$ cat src/rtl/core/rmth_pkg.sv
`timescale 1ns / 1ps
// Package for the running median unit: sizes, types and command codes.
package rmth_pkg;

  localparam int unsigned HeapDepth  = 1024;
  localparam int unsigned SampleBits = 32;
  localparam int unsigned AddrBits   = $clog2(HeapDepth);
  localparam int unsigned SizeBits   = AddrBits + 1;
  localparam int unsigned CountBits  = 12;
  localparam int unsigned MedBits    = SampleBits + 1;

  typedef logic signed [SampleBits-1:0] sample_t;
  typedef logic [AddrBits-1:0] addr_t;
  typedef logic [SizeBits-1:0] size_t;

  // Heap operations done by the heap engine.
  typedef enum logic [1:0] {
    OpPush    = 2'd0,  // append value, sift up
    OpReplace = 2'd1,  // overwrite root with value, sift down
    OpPop     = 2'd2   // move last to root, sift down
  } heap_op_e;

  // Command from controller to the heap engine.
  typedef struct packed {
    logic     start;
    logic     sel_upper;  // 0: lower max-heap, 1: upper min-heap
    heap_op_e op;
    sample_t  value;
  } heap_cmd_t;

  // Status from the heap engine back to the controller.
  typedef struct packed {
    logic    busy;
    logic    done;
    size_t   lower_size;
    size_t   upper_size;
    sample_t lower_root;
    sample_t upper_root;
  } heap_sts_t;

  // Returns 1 when a ranks strictly above b in the given heap order.
  function automatic logic ranks_above(sample_t a, sample_t b, logic is_min);
    ranks_above = is_min ? (a < b) : (a > b);
  endfunction

endpackage

$ cat src/rtl/core/rmth_ctrl.sv
`timescale 1ns / 1ps
// Controller: decides heap operations per sample and forms the result.
module rmth_ctrl (
  input  logic                clk_i,
  input  logic                rst_ni,
  input  logic                s_tvalid_i,
  output logic                s_tready_o,
  input  rmth_pkg::sample_t   sample_i,
  output logic                m_tvalid_o,
  input  logic                m_tready_i,
  output logic [rmth_pkg::MedBits-1:0]   med_o,
  output logic [rmth_pkg::CountBits-1:0] count_o,
  output logic                dropped_o,
  output rmth_pkg::heap_cmd_t cmd_o,
  input  rmth_pkg::heap_sts_t sts_i
);

  typedef enum logic [5:0] {
    CIdle  = 6'b000001,
    CFirst = 6'b000010,
    CWait1 = 6'b000100,
    CSecnd = 6'b001000,
    CBal   = 6'b010000,
    COut   = 6'b100000
  } ctrl_state_e;

  ctrl_state_e state_q, state_d;
  rmth_pkg::sample_t x_q, x_d, old_q, old_d;
  logic              need2_q, need2_d, sel2_q, sel2_d;
  logic              ovld_q, ovld_d;
  logic [rmth_pkg::MedBits-1:0]   med_q, med_d;
  logic [rmth_pkg::CountBits-1:0] cnt_q, cnt_d;
  logic              drop_q, drop_d;

  rmth_pkg::size_t ls, us;
  logic [rmth_pkg::SizeBits:0] total;
  logic full_l, full_u, take;

  assign ls = sts_i.lower_size;
  assign us = sts_i.upper_size;
  assign total  = {1'b0, ls} + {1'b0, us};
  assign full_l = ls == rmth_pkg::size_t'(rmth_pkg::HeapDepth);
  assign full_u = us == rmth_pkg::size_t'(rmth_pkg::HeapDepth);
  // a waiting result only holds COut, so intake stays open while it waits
  assign s_tready_o = (state_q == CIdle);
  assign take = s_tvalid_i && s_tready_o;

  always_comb begin
    logic signed [rmth_pkg::MedBits-1:0] lr, ur;
    state_d = state_q;
    x_d = x_q; old_d = old_q; need2_d = need2_q; sel2_d = sel2_q;
    ovld_d = ovld_q; med_d = med_q; cnt_d = cnt_q; drop_d = drop_q;
    cmd_o = '0;
    lr = rmth_pkg::MedBits'(sts_i.lower_root);
    ur = rmth_pkg::MedBits'(sts_i.upper_root);
    if (ovld_q && m_tready_i) ovld_d = 1'b0;
    case (state_q)
      CIdle: begin
        if (take) begin
          x_d = sample_i;
          state_d = CFirst;
        end
      end
      CFirst: begin
        need2_d = 1'b0;
        drop_d  = 1'b0;
        cmd_o.start = 1'b1;
        cmd_o.value = x_q;
        state_d = CWait1;
        if (total >= (rmth_pkg::SizeBits+1)'(2 * rmth_pkg::HeapDepth)) begin
          drop_d = 1'b1;
          cmd_o.start = 1'b0;
          state_d = COut;
        end else if (ls == '0 || x_q < sts_i.lower_root) begin
          if (!full_l) begin
            cmd_o.op = rmth_pkg::OpPush;
          end else begin
            cmd_o.op = rmth_pkg::OpReplace;
            old_d = sts_i.lower_root;
            need2_d = 1'b1; sel2_d = 1'b1;
          end
        end else begin
          cmd_o.sel_upper = 1'b1;
          if (!full_u) begin
            cmd_o.op = rmth_pkg::OpPush;
          end else if (x_q <= sts_i.upper_root) begin
            cmd_o.sel_upper = 1'b0;
            cmd_o.op = rmth_pkg::OpPush;
          end else begin
            cmd_o.op = rmth_pkg::OpReplace;
            old_d = sts_i.upper_root;
            need2_d = 1'b1; sel2_d = 1'b0;
          end
        end
      end
      CWait1: begin
        if (!sts_i.busy) begin
          state_d = need2_q ? CSecnd : CBal;
        end
      end
      CSecnd: begin
        // pending root move or rebalance transfer: push into other heap
        cmd_o.start = 1'b1;
        cmd_o.op = rmth_pkg::OpPush;
        cmd_o.sel_upper = sel2_q;
        cmd_o.value = old_q;
        need2_d = 1'b0;
        state_d = CWait1;
      end
      CBal: begin
        if (ls > us + rmth_pkg::size_t'(1)) begin
          old_d = sts_i.lower_root;
          cmd_o.start = 1'b1; cmd_o.op = rmth_pkg::OpPop; cmd_o.sel_upper = 1'b0;
          need2_d = 1'b1; sel2_d = 1'b1;
          state_d = CWait1;
        end else if (us > ls + rmth_pkg::size_t'(1)) begin
          old_d = sts_i.upper_root;
          cmd_o.start = 1'b1; cmd_o.op = rmth_pkg::OpPop; cmd_o.sel_upper = 1'b1;
          need2_d = 1'b1; sel2_d = 1'b0;
          state_d = CWait1;
        end else begin
          state_d = COut;
        end
      end
      COut: begin
        if (!ovld_q || m_tready_i) begin
          if (ls == '0 && us == '0) med_d = '0;
          else if (ls == us) med_d = lr + ur;
          else if (ls > us)  med_d = lr <<< 1;
          else               med_d = ur <<< 1;
          cnt_d = rmth_pkg::CountBits'(total);
          ovld_d = 1'b1;
          state_d = CIdle;
        end
      end
      default: state_d = CIdle;
    endcase
  end

  always_ff @(posedge clk_i or negedge rst_ni) begin
    if (!rst_ni) begin
      state_q <= CIdle;
      ovld_q  <= 1'b0;
      need2_q <= 1'b0;
    end else begin
      state_q <= state_d;
      ovld_q  <= ovld_d;
      need2_q <= need2_d;
    end
  end

  always_ff @(posedge clk_i) begin
    x_q <= x_d; old_q <= old_d; sel2_q <= sel2_d;
    med_q <= med_d; cnt_q <= cnt_d; drop_q <= drop_d;
  end

  assign m_tvalid_o = ovld_q;
  assign med_o      = med_q;
  assign count_o    = cnt_q;
  assign dropped_o  = drop_q;

`ifndef SYNTHESIS
  a_hold: assert property (@(posedge clk_i) disable iff (!rst_ni)
    ovld_q && !m_tready_i |=> ovld_q) else $error("result lost under stall");
  a_one: assert property (@(posedge clk_i) disable iff (!rst_ni)
    take |-> state_q == CIdle) else $error("accept outside idle");
  a_bal: assert property (@(posedge clk_i) disable iff (!rst_ni)
    state_q == COut |-> (ls <= us + rmth_pkg::size_t'(1)) && (us <= ls + rmth_pkg::size_t'(1)))
    else $error("heaps unbalanced at output");
`endif

endmodule

$ cat config.mk
export PLATFORM = sky130hd
export DESIGN_NAME = rmth_ctrl
export DESIGN_NICKNAME = d
export VERILOG_FILES = /design/src/rtl/core/rmth_pkg.sv /design/src/rtl/core/rmth_ctrl.sv
export SDC_FILE = /design/constraint.sdc
export NUM_CORES = 1
export LEC_CHECK = 0
export BUFFER_PORTS_ARGS = -buffer_cell sky130_fd_sc_hd__buf_2
export CAP_MARGIN = 20
export CELL_PAD_IN_SITES_DETAIL_PLACEMENT = 1
export CELL_PAD_IN_SITES_GLOBAL_PLACEMENT = 2
export CORE_MARGIN = 2
export CORE_UTILIZATION = 35
export CTS_CLUSTER_SIZE = 24
export DETAILED_ROUTE_END_ITERATION = 10
export PLACE_DENSITY = 0.84
export SETUP_SLACK_MARGIN = 0.2
export SYNTH_ARGS = -nofsm -noshare
export SYNTH_HDL_FRONTEND = slang
export SYNTH_SLANG_ARGS = --single-unit
$ cat constraint.sdc
create_clock -name clk_i -period 5.85 [get_ports clk_i]
set_clock_uncertainty 0.05 [all_clocks]
set_input_delay 0.585 -clock clk_i [delete_from_list [all_inputs] [get_ports clk_i]]
set_output_delay 0.585 -clock clk_i [all_outputs]
set_load 0.01 [all_outputs]
# Word level (Yosys, flattened, before mapping)
# Cells that the tools add are included.
# op_classes
n_addsub	4
order_cmp	6
n_eq_ne	17
n_mux	50
reduce_logical	15
# ops
op	n
$mux W32	7
$pmux W32 S2	2
$mux W33	2
$mux W6	6
$pmux W6 S6	1
$add A32 B32 Y33	1
$gt A11 B11 Y1	3
$le A32 B32 Y1	1
$lt A32 B32 Y1	1
$mux W1	25
$add A11 B1 Y11 const B	2
$eq A11 B11 Y1 const B	2
$logic_not A11 Y1	2
$add A11 B11 Y12	1
$ge A12 B12 Y1 const B	1
$ne A3 B3 Y1 const B	4
$pmux W4 S3	1
$eq A11 B11 Y1	1
$mux W4	2
$eq A6 B1 Y1 const B	1
$eq A6 B2 Y1 const B	1
$eq A6 B3 Y1 const B	1
$eq A6 B4 Y1 const B	1
$eq A6 B5 Y1 const B	1
other kinds (15)	22
# word_totals
register_bits	119
out_inout_bits	84
elab_cells	101

# Logic depth before layout (Yosys ltp)
# depth
ltp_word	6
ltp_mapped	14

# Least setup slack after synthesis
# OpenSTA, ideal clock, no wires.
# synth_timing
kind	input port to flip-flop
from	input port sts_i[46] (netlist name)
to	register old_q[0] (enable)
setup_time_ns	0.464
t_arrival_ns	4.765
setup_slack_ns	0.571
stages	11
cell_sequence	inv_1 -> ha_1 -> and4_1 -> nand4_1 -> a2111oi_1 -> o21ai_1 -> a31o_1 -> a2111oi_4 -> nor2_2 -> and3_2 -> nor3_1
# synth_between
elab_chain_cells	4
word_cells_on_any_way	6
classes_between	order compare (1); eq/ne (3); reduce/logical (2)
# synth_rtl
item	line	text
start: declaration	rmth_ctrl.sv:15	input rmth_pkg::heap_sts_t sts_i
$lt A32 B32 Y1 (*)	rmth_ctrl.sv:74	end else if (ls == '0 || x_q < sts_i.lower_root) begin
$logic_or A1 B1 Y1 (*)	rmth_ctrl.sv:74	
$ne A3 B3 Y1 (no line)	--	
$reduce_and A6 Y1 (no line) (*)	--	
end signal: assignment	rmth_ctrl.sv:153	x_q <= x_d; old_q <= old_d; sel2_q <= sel2_d;
end: declaration	rmth_ctrl.sv:28	rmth_pkg::sample_t x_q, x_d, old_q, old_d;
# Every way passes the cells marked *; elsewhere a longest branch is shown, timed or not.
# A chain may end at the register's enable or synchronous reset.

==> impl_results.md <==
* Power per Cell Area at roughly 300 nW/um^2
* Leading area contributor after synthesis: edfxtp_1
* PnR Total Power at 0.00360 W
* Global placer's final weighted congestion at 0.894
* Ys Warns at 0
* Die ar. at 30,200 um^2
* Slew Viols, Final at 0
* Hold Vio Cnt, Final at 0
* Mapped Cells at 1,054
* Max Buffers Root-to-Sink at 2
* Syn_nets at around 1,300
* DRT antenna net count at 0
* Clock sink count at between 100 and 150
* Pint at approximately 0.0023 W
* Seq cells post-synth at 119
* Asr flop ratio synth at 6.72%
* Worst Tran Pin Value at roughly 1000 ps
* Fin crit share at between 70% and 80%
* Crit-path max FO at 4
* H-tree depth at 4
* Sequential fraction of the synthesis area at a little over a third
* GRT Overall Usage at 22.7%
* Number of synthesized flops with an enable pin at 111
* Initial antenna violation count at 1
* Layout Area Growth over Synthesis at 21.1%
* Routed via count at approximately 9,000
* First drt pass iteration count at 5
* Core Util, Final at 42.8%
* Post-route setup slack at 1650 ps
* Synthesized area at roughly 10,000 um^2
* Post-layout nets at approximately 1,500
* Gr ovfl total at 0
* Final worst path period need at 4200 ps
* Routed WL at 34,300 um
* Starting Density at 35.4%
* Vias in the first global route at roughly 9,400
* Total of max-cap violations at 0
* Relative slew slack at 31.0%
* Startpoint Class: flip-flop
* Row cnt at 62
* Max frequency at 238 MHz
* TNS Setup at 0 ps
* CTS root buf: clkbuf_16
* CTS tree: yes
* Flop pwr share at between 30% and 40%
* CP required at roughly 5200 ps
* Per-cell routed wire length at 20.7 um
* First-pass GRT wire length at 53,000 um
* Clk pwr share at approximately a third
* CP Class: reg -> out
* CTS clock-pin slew for the worst setup and hold paths at 70 ps
* Initial detailed-routing violation count at around 480
* DP HPWL at roughly 26,000 um
* Number of buffers created by CTS at 17
* Worst hold slack at between 200 and 300 ps
* Finish-stage setup viols at 0
* IO buf count at 206
* Clock latency on the worst-skew pair at roughly 430 ps
* Yosys cell types at 74
* HP Class: in -> reg
* Total core area at 28,500 um^2
* Drt drc at 0
* Die W at approximately 170 um
* I/O pin count at 208
* NetSw at roughly 0.0013 W
* DIE HEIGHT at about 170 um
* Commonest register cell after synthesis: edfxtp_1
* DR vias/cell at 5.46
* Largest cells by area after synthesis: edfxtp_1, ha_1, a21oi_1, inv_1, mux2i_1
* Pre-CTS WS at between 1000 and 1500 ps
* Combinational fraction of design power at 35.2%
* PostCTS Resize Cnt at 0
* CP Capture Type: output port
* Leak Pwr at around 5.5 nW
* Largest net degree at the start of global routing at 46
* Yosys top cell area share at between 30 and 40%
* Status: complete, no violations
* Sw Share at a little over a third
* Fillers at between 3,000 and 4,000
* Crit path DAT at 3560 ps
* Syn avg cell area at roughly 9.6 um^2
* Max rail drop VDD at between 0.15 and 0.2 mV
* Share of layout cells above drive strength 1 at ~21%
* RSZ-0062 raised after global routing: false
## flip-flops by register name, summed over array words and instances, names as in the netlist
register,cells
sel2_q,1
dropped_o,1
state_q,6
med_o,33
x_q,32
old_q,32
count_o,12
need2_q,1
m_tvalid_o,1
## layer usage
layer | share of wire (%) | wire length (um) | global-route usage, %
met1 | 46 | 15900 | 30.6
met2 | 47 | 16200 | 37.6
met3 | 4.5 | 1560 | 3.33
met4 | 2.0 | 699 | 6.48
met5 | 0 | 0 | 0
## through the flow
step / instance area (um^2) / cells
2_1_floorplan: 10100 / 1054
3_3_place_gp: 11600 / 1622
3_5_place_dp: 11600 / 1623
4_1_cts: 12200 / 1656
5_1_grt: 12200 / 1657
6_report: 12200 / 1657
## power groups by stage
stage          combinational (W)  clock (W)  sequential [W]
2_1_floorplan           0.000857          0         0.00119
3_3_place_gp             0.00121          0         0.00121
3_5_place_dp             0.00126          0         0.00122
4_1_cts                  0.00127    0.00115         0.00120
5_1_grt                  0.00141    0.00118         0.00121
6_report                 0.00127    0.00113         0.00120
## cell usage after synthesis, drive strengths merged, types with 7 or more instances
library cell	count
mux2i	37
o21ai	39
nor2b	7
nor2	95
a21o	26
nand4	24
ha	142
xor2	19
o21a	8
nor3	22
nand2	38
a21oi	94
xnor2	35
a22o	32
o211ai	10
clkbuf	27
o21bai	8
edfxtp	111
nand3	26
nand2b	14
a211oi	38
dfrtp	7
inv	105
nor4	8
## path summary, 6_finish.rpt
kind,start,to,slack [ps],cells after the start
min in group asynchronous,rst_ni,m_tvalid_o,500,2
setup reg to reg,x_q[14],old_q[31],1760,11
hold / removal,sample_i[17],x_q[17],270,1
setup / recovery,x_q[14],cmd_o[34],1650,10
hold reg to reg,need2_q,state_q[4],390,1
max in group asynchronous,rst_ni,state_q[0],5010,2
## layout by cell type (no fill, tap or decap), drive strengths merged, types with 10 or more instances in the layout
cell    count
o21ai      39
nor3       22
o211ai     10
buf       218
nand2b     14
nand2      38
edfxtp    111
ha        142
clkbuf     17
a22o       32
nand3      26
inv       111
nor2       95
nand4      24
a21o       26
mux2i      37
xnor2      35
a21oi      94
a211oi     38
xor2       19
## worst max-delay path, cell delays in order, from the launching register on
cell and delay (ps):
edfxtp_1 440, ha_1 320, and4_1 310, nand4_1 160
a2111oi_1 480, o21ai_1 140, a31o_1 280, a2111oi_4 330
nor2_2 140, o31ai_1 320, buf_2 200
## what timing repair did
action                                 in CTS  in global routing
hold buffers                                1                  0
endpoints found under the hold margin       7                  0
buffers inserted                            0                  0
## logic make-up after synthesis
family,Yosys count,share of synthesized area (%)
XOR/XNOR,54,4.68
adder cells (fa/ha/maj),144,18.0
multiplexers,38,3.82
buffers and inverters,138,5.63
AND/OR/NAND/NOR,262,12.7
flip-flops,119,35.0
AO/OA/AOI/OAI,299,20.2
## layout make-up
type | count | area [um^2] | share of cell area (%)
inverters | 105 | 394 | 3.22
flip-flops and latches | 119 | 3530 | 28.9
repair buffers | 219 | 1160 | 9.46
clock inverters | 15 | 191 | 1.57
multi-input cells | 797 | 6040 | 49.4
diodes | 1 | 2.50 | 0.0205
clock buffers | 17 | 425 | 3.48
well taps | 384 | 480 | 3.93
Note: power is estimated with default switching activity, not from simulation.
